`src/rtl/sce_pkg.sv`:
```
package sce_pkg;

  localparam int SAMPLE_BITS     = 24;
  localparam int GAIN_BITS       = 16;
  localparam int DATA_BITS       = 32;
  localparam int ADDR_BITS       = 4;
  localparam int WORK_BITS       = 40;
  localparam int CORDIC_BITS     = WORK_BITS + 3;
  localparam int ANGLE_BITS      = 32;
  localparam int ANGLE_STEPS_MAX = 24;
  localparam int WEIGHT_BITS     = 17;
  localparam int QUEUE_DEPTH     = 4;
  localparam int QUEUE_PTR_BITS  = $clog2(QUEUE_DEPTH);

  typedef logic signed [SAMPLE_BITS-1:0] sample_t;
  typedef logic signed [GAIN_BITS-1:0]   gain_t;
  typedef logic [ANGLE_BITS-1:0]         angle_t;
  typedef logic [WEIGHT_BITS-1:0]        weight_t;

  typedef struct packed {
    sample_t left_re;
    sample_t left_im;
    sample_t right_re;
    sample_t right_im;
    logic    last_bin;
  } item_t;

  typedef struct packed {
    sample_t out_left_re;
    sample_t out_left_im;
    sample_t out_right_re;
    sample_t out_right_im;
    logic    frame_end;
  } result_t;

  // word handed from the front to the back through the queue
  typedef struct packed {
    item_t  item;
    logic   pick_right;
    angle_t phase_left;
    angle_t phase_right;
  } word_t;

  typedef struct packed {
    logic full;
    logic almost_full;
  } queue_status_t;

  typedef enum logic [1:0] {
    REG_GAIN_LEFT   = 2'd0,
    REG_GAIN_CENTER = 2'd1,
    REG_GAIN_RIGHT  = 2'd2
  } reg_index_t;

  localparam gain_t   GAIN_UNITY  = 16'sd16384;
  localparam weight_t WEIGHT_ONE  = 17'd65536;
  localparam angle_t  HALF_TURN   = 32'h8000_0000;

  localparam logic [ANGLE_BITS-1:0] ANGLE_TAB [ANGLE_STEPS_MAX] = '{
    32'd536870912, 32'd316933406, 32'd167458907, 32'd85004756, 32'd42667331,
    32'd21354465, 32'd10679838, 32'd5340245, 32'd2670163, 32'd1335087,
    32'd667544, 32'd333772, 32'd166886, 32'd83443, 32'd41722, 32'd20861,
    32'd10430, 32'd5215, 32'd2608, 32'd1304, 32'd652, 32'd326, 32'd163, 32'd81
  };

  // unsigned Q1.16 product, rounded
  function automatic weight_t mul16(input weight_t a, input weight_t b);
    logic [2*WEIGHT_BITS-1:0] p;
    p = (2*WEIGHT_BITS)'(a) * (2*WEIGHT_BITS)'(b) + (2*WEIGHT_BITS)'(32768);
    return WEIGHT_BITS'(p >> 16);
  endfunction

endpackage

```
`src/rtl/sce_queue.sv`:
```
module sce_queue (
  input  logic                   clk,
  input  logic                   rst,
  input  logic                   push,
  input  sce_pkg::word_t         wdata,
  input  logic                   pop,
  output logic                   nonempty,
  output sce_pkg::word_t         rdata,
  output sce_pkg::queue_status_t status
);
  import sce_pkg::*;

  word_t                   mem [QUEUE_DEPTH];
  logic [QUEUE_PTR_BITS-1:0] wr_ptr, rd_ptr;
  logic [QUEUE_PTR_BITS:0]   count;
  logic                      do_pop;

  assign nonempty           = count != '0;
  assign do_pop             = pop && nonempty;
  assign rdata              = mem[rd_ptr];
  assign status.full        = count == (QUEUE_PTR_BITS+1)'(QUEUE_DEPTH);
  assign status.almost_full = count >= (QUEUE_PTR_BITS+1)'(QUEUE_DEPTH - 1);

  always_ff @(posedge clk) begin
    if (rst) begin
      wr_ptr <= '0;
      rd_ptr <= '0;
      count  <= '0;
    end else begin
      if (push && !status.full) begin
        wr_ptr <= wr_ptr + 1'b1;
      end
      if (do_pop) begin
        rd_ptr <= rd_ptr + 1'b1;
      end
      count <= count + (QUEUE_PTR_BITS+1)'(push && !status.full)
                     - (QUEUE_PTR_BITS+1)'(do_pop);
    end
  end

  always_ff @(posedge clk) begin
    if (push && !status.full) begin
      mem[wr_ptr] <= wdata;
    end
  end

endmodule

```
`config.mk`:
```
export PLATFORM = sky130hd
export DESIGN_NAME = sce_queue
export DESIGN_NICKNAME = d
export VERILOG_FILES = /design/src/rtl/sce_pkg.sv /design/src/rtl/sce_queue.sv
export SDC_FILE = /design/constraint.sdc
export NUM_CORES = 1
export LEC_CHECK = 0
export BUFFER_PORTS_ARGS = -buffer_cell sky130_fd_sc_hd__buf_2
export CORE_MARGIN = 2
export CORE_UTILIZATION = 45
export DETAILED_ROUTE_END_ITERATION = 6
export HOLD_SLACK_MARGIN = 0.12
export PLACE_DENSITY_LB_ADDON = 0.1
export SYNTH_ARGS = -nofsm -noshare
export SYNTH_HDL_FRONTEND = slang
export SYNTH_SLANG_ARGS = --single-unit
```
`constraint.sdc`:
```
create_clock -name clk -period 9.8 [get_ports clk]
set_clock_uncertainty 0.15 [all_clocks]
set_input_delay 1.47 -clock clk [delete_from_list [all_inputs] [get_ports clk]]
set_output_delay 1.47 -clock clk [all_outputs]
set_load 0.02 [all_outputs]
```
==> impl_results.md, run 1 <==
* Post-route minimum period at a little over 5 ns
* Worst voltage drop across the vdd grid at 239 µV
* Number of buffer and inverter stages on the critical path at 2
* Required time of the critical path at 8.18 ns
* Post-detailed-route count of antenna-violating nets at 0
* WP data arrival at around 3.4 ns
* Highest Clock Rate at 199 MHz
* Share of post-route cells with drive strength above 1 at a little under half
* DR DRC count at 0
* Number of gates resized after cts at 0
* Yosys reg bits at roughly 660
* Launch instance of the worst register-to-register path: count[1]$_SDFF_PP0_
* Placed instance area at between 20,000 and 30,000 µm²
* Design area at approximately 28,000 µm²
* Initial DRT Pass Iterations at 5
* Count leader, synth: sky130_fd_sc_hd__edfxtp_1
* Clock H-tree levels at 3
* Vias after detailed routing at around 11,000
* Hold_ws at roughly 0.39 ns
* Total Routed Length at about 46,000 µm
* CP startpoint kind: flop
* Final layout net count at around 1,400
* Vias per cell at 5.25
* Overall die area at between 50,000 and 60,000 µm²
* Crit path to: rdata[8]
* Estimated wirelength of the detail-placed design at about 26,000 µm
* X dimension of the die at about 230 µm
* Kind of cell adding the most delay to the critical path: flip-flops
* Final Non-Filler Cells at 2,017
* CTS Root Buffer Type: sky130_fd_sc_hd__clkbuf_16
* Final weighted congestion of routability-driven global placement at around 0.71
* Final hold vios at 0
* Critical path endpoint category: output pin
* Number of clock sinks at 657
* Core area at between 50,000 and 60,000 µm²
* Primary FF master, synth: sky130_fd_sc_hd__edfxtp_1
* Cts hold-fix bufs at 0
* Critical path, cell by cell: buf_12, mux4_2, buf_2
* Routed wire length per instance at 22.8 µm
* Final setup violation count at 0
* Syn Area/Cell at 26.5 µm²
* Mapped Cells at 898
* Path category of the worst min-delay check: flop to flop
* Floorplan die height at 234 µm
* Worst slew slack as a fraction of its limit at between 20% and 30%
* Post-synth net total at between 1,000 and 1,500
* Leakage at about 9.4 nW
* Setup Fix Bufs, Post-CTS at 0
* Total global routing track utilization at 17.0%
* Post-synthesis instance area at about 24,000 µm²
* Number of logic stages on the critical path including buffering at 3
* Number of DRC markers in iteration 0 at between 500 and 600
* Ranking of synthesized cells by area: sky130_fd_sc_hd__edfxtp_1 (82%), sky130_fd_sc_hd__mux4_2 (15%), sky130_fd_sc_hd__dfxtp_1 (0.76%), sky130_fd_sc_hd__buf_6 (0.47%), sky130_fd_sc_hd__buf_2 (0.38%)
* Number of max-capacitance violations reported at 0
* IO buf count at 330
* TritonCTS clock tree: done
* Count of pins on the block boundary at 331
* Number of global-route vias before repair at ~11,000
* Number of distinct library cells after synthesis at 24
* Ratio of total power to cell area at 272 nW/µm²
* Logic depth of the worst register-to-register path at 4
* Worst-skew pair later-pin latency at 0.58 ns
* Setup repair after global routing missed its margin: no
* Portion of the post-synthesis area used by sequential elements at between 80% and 90%
* Endpoint of the worst register-to-register path: mem[0][122]$_DFFE_PP_
* Largest net degree at the start of global routing at ~120
* Wire length of the first global-routing pass at approximately 68,000 µm
* Outcome: completed
* Number of standard-cell rows in the floorplan at 84
* Effective utilization at floorplan at 45.4%
* TNS Setup at 0 ns
* Cell accounting for the most synthesized area: sky130_fd_sc_hd__edfxtp_1
* Share of synthesized registers carrying an async set or reset at 0%
* Area Growth Syn to Fin at 19.1%
* Crit Path Category: flop to output pin
* Number of antenna violations at the first check in global routing at 12
* Transition time at the pin with the least slew margin at 1.09 ns
* Worst-path fanout max at ~120
* Total count of max-transition violations in the final report at 0
* Buffer depth of the longest clock path at 3
* Number of fill cells in the layout at 4,046
* Post-synth EDFFs at 648
* Library cell contributing the largest single delay on the critical path: sky130_fd_sc_hd__dfxtp_4
* Delay of the slowest critical-path stage at ~0.97 ns
* Clock buffer count from CTS at 69
* GRT Residual Overflow at 0
* Worst R2R Setup Slack at approximately 6.6 ns
* List of most frequent post-synthesis cells: sky130_fd_sc_hd__edfxtp_1 (648), sky130_fd_sc_hd__mux4_2 (162), sky130_fd_sc_hd__buf_2 (18), sky130_fd_sc_hd__buf_6 (10), sky130_fd_sc_hd__dfxtp_1 (9)
* Post-synth top area share at approximately four fifths
* Number of placed instances, taps included at about 1,900
* Fin crit share at 51.3%
* Number of warnings issued by yosys at 0
* Clk slew on worst S/H paths at 0.06 ns
[worst register-to-register path: cells and delay by family, from the launching register on]
| family | cells | cell delay [ns] |
|---|---|---|
| and+or+nand+nor | 3 | 1.35 |
| buffers and inverters | 1 | 0.85 |
| DFF | 1 | 0.43 |
[per-stage QoR]
stage                     worst slack [ns]  power (W)  util, %
after floorplan                       3.61    0.00480        -
final                                 4.77    0.00772     54.1
after CTS                             4.62    0.00785     54.1
after global placement                5.26    0.00535     50.0
after global routing                  4.41    0.00807     54.1
after detailed placement              5.28    0.00536     50.0
[per-layer routing]
| layer | routed length (µm) | global-route usage (%) | part of all wire (%) | vias up |
|---|---|---|---|---|
| met3 | 3740 | 6.32 | 8.1 | 94 |
| met1 | 18800 | 22.6 | 41 | 5574 |
| li1 | - | - | - | 4649 |
| met5 | 99 | 0 | 0.21 | - |
| met2 | 22300 | 26.3 | 48 | 266 |
| met4 | 1150 | 4.96 | 2.5 | 16 |
[cells in the final DEF (no fill, tap or decap), types with 2 or more instances in the layout]
master / netlist / routed
sky130_fd_sc_hd__nor2_1: 5 / 5
sky130_fd_sc_hd__diode_2: 0 / 6
sky130_fd_sc_hd__bufinv_16: 0 / 5
sky130_fd_sc_hd__mux4_2: 162 / 162
sky130_fd_sc_hd__dfxtp_4: 0 / 2
sky130_fd_sc_hd__dfxtp_1: 9 / 7
sky130_fd_sc_hd__xnor2_1: 2 / 2
sky130_fd_sc_hd__clkinv_1: 0 / 15
sky130_fd_sc_hd__buf_4: 0 / 10
sky130_fd_sc_hd__clkinv_2: 0 / 9
sky130_fd_sc_hd__nor2b_1: 2 / 2
sky130_fd_sc_hd__and2_4: 0 / 4
sky130_fd_sc_hd__o21ai_0: 2 / 2
sky130_fd_sc_hd__buf_2: 18 / 330
sky130_fd_sc_hd__inv_1: 8 / 8
sky130_fd_sc_hd__or3_1: 2 / 2
sky130_fd_sc_hd__clkbuf_16: 0 / 73
sky130_fd_sc_hd__edfxtp_1: 648 / 648
sky130_fd_sc_hd__nand2b_1: 2 / 2
sky130_fd_sc_hd__ha_1: 7 / 7
sky130_fd_sc_hd__clkbuf_1: 7 / 18
[area by class of cell]
type / count / area (µm²) / share of cell area (%)
multi-input combinational: 196 / 3930 / 13.8
timing repair buffer: 341 / 1750 / 6.15
antenna: 6 / 15.0 / 0.0529
clock inverter: 30 / 259 / 0.913
tap: 688 / 861 / 3.03
inverter: 8 / 30.0 / 0.106
sequential: 657 / 19600 / 69.2
clock buffer: 91 / 1890 / 6.67
[logic make-up after synthesis]
| logic type | share of synthesized area [%] |
|---|---|
| AO/OA/AOI/OAI | 0.137 |
| XOR/XNOR | 0.110 |
| adder cells (fa/ha/maj) | 0.452 |
| buffers and inverters | 1.12 |
| flip-flops | 82.4 |
| multiplexers | 15.4 |
| AND/OR/NAND/NOR | 0.389 |
[how the worst min path moves through the flow]
stage | startpoint | to | slack [ns] | depth (start not counted)
floorplan | wr_ptr[1]$_SDFFE_PP0P_ | wr_ptr[1]$_SDFFE_PP0P_ | 0.33 | 2
global placement | rd_ptr[1]$_SDFFE_PP0P_ | flop | 0.36 | 2
detailed placement | rd_ptr[1]$_SDFFE_PP0P_ | flop | 0.37 | 2
CTS | wr_ptr[1]$_SDFFE_PP0P_ | wr_ptr[1]$_SDFFE_PP0P_ | 0.39 | 2
global route | wr_ptr[0]$_SDFFE_PP0P_ | wr_ptr[0]$_SDFFE_PP0P_ | 0.42 | 2
finish | wr_ptr[1]$_SDFFE_PP0P_ | wr_ptr[1]$_SDFFE_PP0P_ | 0.39 | 2
[report_power, final]
part	internal, W	switching (W)
Clock	0.00148	0.000993
Combinational	0.000726	0.00102
Sequential	0.00338	0.000115
Total	0.00559	0.00213
[state kept, by name (all words and copies together) (netlist names), named ones only]
register,flops
count,3
mem,648
rd_ptr,2
wr_ptr,2
(Power assumes the default switching activity.)
==> run 2: changes to the inputs <==
==> constraint.sdc (replaced) <==
create_clock -name clk -period 4.4 [get_ports clk]
set_clock_uncertainty 0.15 [all_clocks]
set_input_delay 0.66 -clock clk [delete_from_list [all_inputs] [get_ports clk]]
set_output_delay 0.66 -clock clk [all_outputs]
set_load 0.02 [all_outputs]
==> run 2 against run 1 <==
- wire length grew 3.3%
- worst setup slack lost 3.8 ns
- global-route usage grew 0.51 points
- highest routed layer unchanged
==> impl_results.md, run 2 (synthesis gave the netlist of run 1 again) <==
* Endpoint of the worst register-to-register path: mem[2][119]$_DFFE_PP_
* IO buf count at 330 (unchanged)
* Leakage at 10.0 nW (+6.2%)
* Startpoint of the most critical hold path: wdata[95]
* X dimension of the die at 234 µm (unchanged)
* Final weighted congestion of routability-driven global placement at 0.714 (+0.78%)
* Most frequent standard cell in the layout excluding fill and tap cells: sky130_fd_sc_hd__edfxtp_1
* Vias after detailed routing at 11,050 (+4.3%)
* Top library cells by usage in the layout, fill and taps aside: sky130_fd_sc_hd__edfxtp_1 (648), sky130_fd_sc_hd__buf_2 (330), sky130_fd_sc_hd__mux4_2 (162)
* GRT Residual Overflow at 0 (unchanged)
* Number of gates resized after cts at 0 (unchanged)
* Internal power contribution at 0.0125 W (+120%)
* Switching part of the total power at 27.8% (+0.26 points)
* CP startpoint kind: flop
* Final Non-Filler Cells at 2,145 (+6.3%)
* Worst voltage drop across the vdd grid at 386 µV (+61%)
* Number of max-capacitance violations reported at 0 (unchanged)
* Area of the multi-input gates at 3930 µm² (unchanged)
* Largest registers in the final layout: mem (648), count (3)
* Initial DRT Pass Iterations at 5 (unchanged)
* Overall die area at 54,800 µm² (unchanged)
* DR DRC count at 0 (unchanged)
* TNS Setup at 0 ns (unchanged)
* Placed instance area at 26,400 µm² (+0.81%)
* Worst-skew pair later-pin latency at 0.58 ns (about the same)
* Number of standard-cell rows in the floorplan at 84 (unchanged)
* Routed wire length per instance at 22.2 µm (-2.9%)
* PnR Total Power at 0.0173 W (+120%)
* Largest net degree at the start of global routing at 83 (-30%)
* Number of antenna violations at the first check in global routing at 6 (-6)
* Design area at 29,800 µm² (+4.9%)
* Highest Clock Rate at roughly 290 MHz
* Fin crit share at 77.5%
* Clock H-tree levels at 3 (unchanged)
* Final setup violation count at 0 (unchanged)
* Final layout net count at 1,579 (+9.1%)
* Clock buffer count from CTS at 69 (unchanged)
* Share of post-route cells with drive strength above 1 at 41.9% (-3.2 points)
* Estimated wirelength of the detail-placed design at 28,000 µm (+5.8%)
* Cts hold-fix bufs at 122 (+122)
* Post-route minimum period at between 3 and 4 ns
* Clk slew on worst S/H paths at 0.06 ns (about the same)
* Ratio of total power to cell area at 582 nW/µm² (+110%)
* Logic pwr share at 23.8% (+1.2 points)
* WP data arrival at 2.60 ns (-0.81 ns)
* Smallest setup slack after layout at 0.990 ns (-3.78 ns)
* Worst R2R Setup Slack at 1.84 ns (-4.77 ns)
* Outcome: completed
* Path category of the worst min-delay check: input pin to flop
* Buffer depth of the longest clock path at 3 (unchanged)
* Launch instance of the worst register-to-register path: count[1]$_SDFF_PP0_
* Effective utilization at floorplan at 45.4% (unchanged)
* Number of placed instances, taps included at 1,900 (+0.53%)
* Flip-flop and latch area at 19,600 µm² (unchanged)
* Number of fill cells in the layout at 3,949 (-2.4%)
* Crit path to: rdata[105]
* CTS Root Buffer Type: sky130_fd_sc_hd__clkbuf_16
* Final hold vios at 0 (unchanged)
* Required time of the critical path at 3.59 ns (-4.59 ns)
* Portion of total power attributed to the clock network at 31.6% (-0.5 points)
* Power dissipated by switching net loads at 0.00483 W (+130%)
* Worst slew slack as a fraction of its limit at 47.3% (+20 points)
* Total Routed Length at 47,600 µm (+3.3%)
* Sequential cell fraction of total power at 44.7% (-0.5 points)
* Worst-path fanout max at 44 (-62%)
* Count of pins on the block boundary at 331 (unchanged)
* TritonCTS clock tree: done
* Total global routing track utilization at 17.5% (+0.51 points)
* Number of clock sinks at 657 (unchanged)
* Setup repair after global routing missed its margin: no
* Largest register by flop count: mem
* Number of global-route vias before repair at 11,800 (+7.7%)
* Post-placement setup slack at 1.48 ns (-3.79 ns)
* Total count of max-transition violations in the final report at 0 (unchanged)
* Core area at 52,400 µm² (unchanged)
* Number of DRC markers in iteration 0 at 542 (-6.9%)
* Area Growth Syn to Fin at 25.0%
* Post-detailed-route count of antenna-violating nets at 0 (unchanged)
* Critical path endpoint category: output pin
* Wire length of the first global-routing pass at 70,700 µm (+3.5%)
* Floorplan die height at 234 µm (unchanged)
* Logic depth of the worst register-to-register path at 4 (unchanged)
* Vias per cell at 5.15 (-2.0%)
* Transition time at the pin with the least slew margin at 0.791 ns (-0.294 ns)
* Flip-flop count of the largest register after layout at 648 (unchanged)
* Crit Path Category: flop to output pin
* Setup Fix Bufs, Post-CTS at 0 (unchanged)
run 2: changes by cell type in the layout (fill, tap and decap cells not counted):
cell and change:
sky130_fd_sc_hd__dlygate4sd3_1 +122, sky130_fd_sc_hd__clkinv_2 +2, sky130_fd_sc_hd__diode_2 -3, sky130_fd_sc_hd__clkbuf_1 -3, sky130_fd_sc_hd__buf_4 -1, sky130_fd_sc_hd__clkinvlp_4 +1, sky130_fd_sc_hd__buf_12 +11, sky130_fd_sc_hd__inv_6 +1
sky130_fd_sc_hd__clkbuf_16 -2
run 2: final cells by class:
class                      instances  share of cell area [%]
sequential                       657                    66.0
inverter                           8                   0.101
timing repair buffer             473                    10.7
multi-input combinational        196                    13.2
tap                              688                    2.89
clock buffer                      86                    6.16
antenna                            3                  0.0252
clock inverter                    34                   0.958
run 2: metal layers:
metal	vias to the layer above	GRT usage, %	wire (µm)
met2	282	28.2	23300
met5	-	0	46
li1	4904	-	-
met4	8	5.99	1170
met1	5766	22.9	19600
met3	90	5.11	3400
run 2: power by group through the flow:
stage,Combinational [W],Sequential (W),Clock [W]
CTS,0.00425,0.00776,0.00563
global route,0.00443,0.00780,0.00586
global placement,0.00414,0.00787,0
finish,0.00412,0.00774,0.00547
floorplan,0.00287,0.00776,0
detailed placement,0.00415,0.00789,0
run 2: worst min path at each step:
stage / depth (start not counted) / to / slack, ns
after detailed placement: 2 / flop / 0.36
after global placement: 2 / flop / 0.36
after CTS: 1 / mem[1][103]$_DFFE_PP_ / 0.12
final: 1 / mem[2][95]$_DFFE_PP_ / 0.15
after global routing: 1 / mem[2][95]$_DFFE_PP_ / 0.13
after floorplan: 2 / wr_ptr[1]$_SDFFE_PP0P_ / 0.33
run 2: stage by stage:
step                      hold WS, ns  utilization [%]
after global routing            0.128             56.8
after CTS                       0.121             56.8
final                           0.152             56.8
after detailed placement        0.361             50.4
after floorplan                 0.332                -
after global placement          0.359             50.4
run 2: critical path: stages, from the launching register on:
cell	delay, ns
sky130_fd_sc_hd__dfxtp_4	0.80
sky130_fd_sc_hd__buf_12	0.40
sky130_fd_sc_hd__mux4_2	0.58
sky130_fd_sc_hd__buf_2	0.18
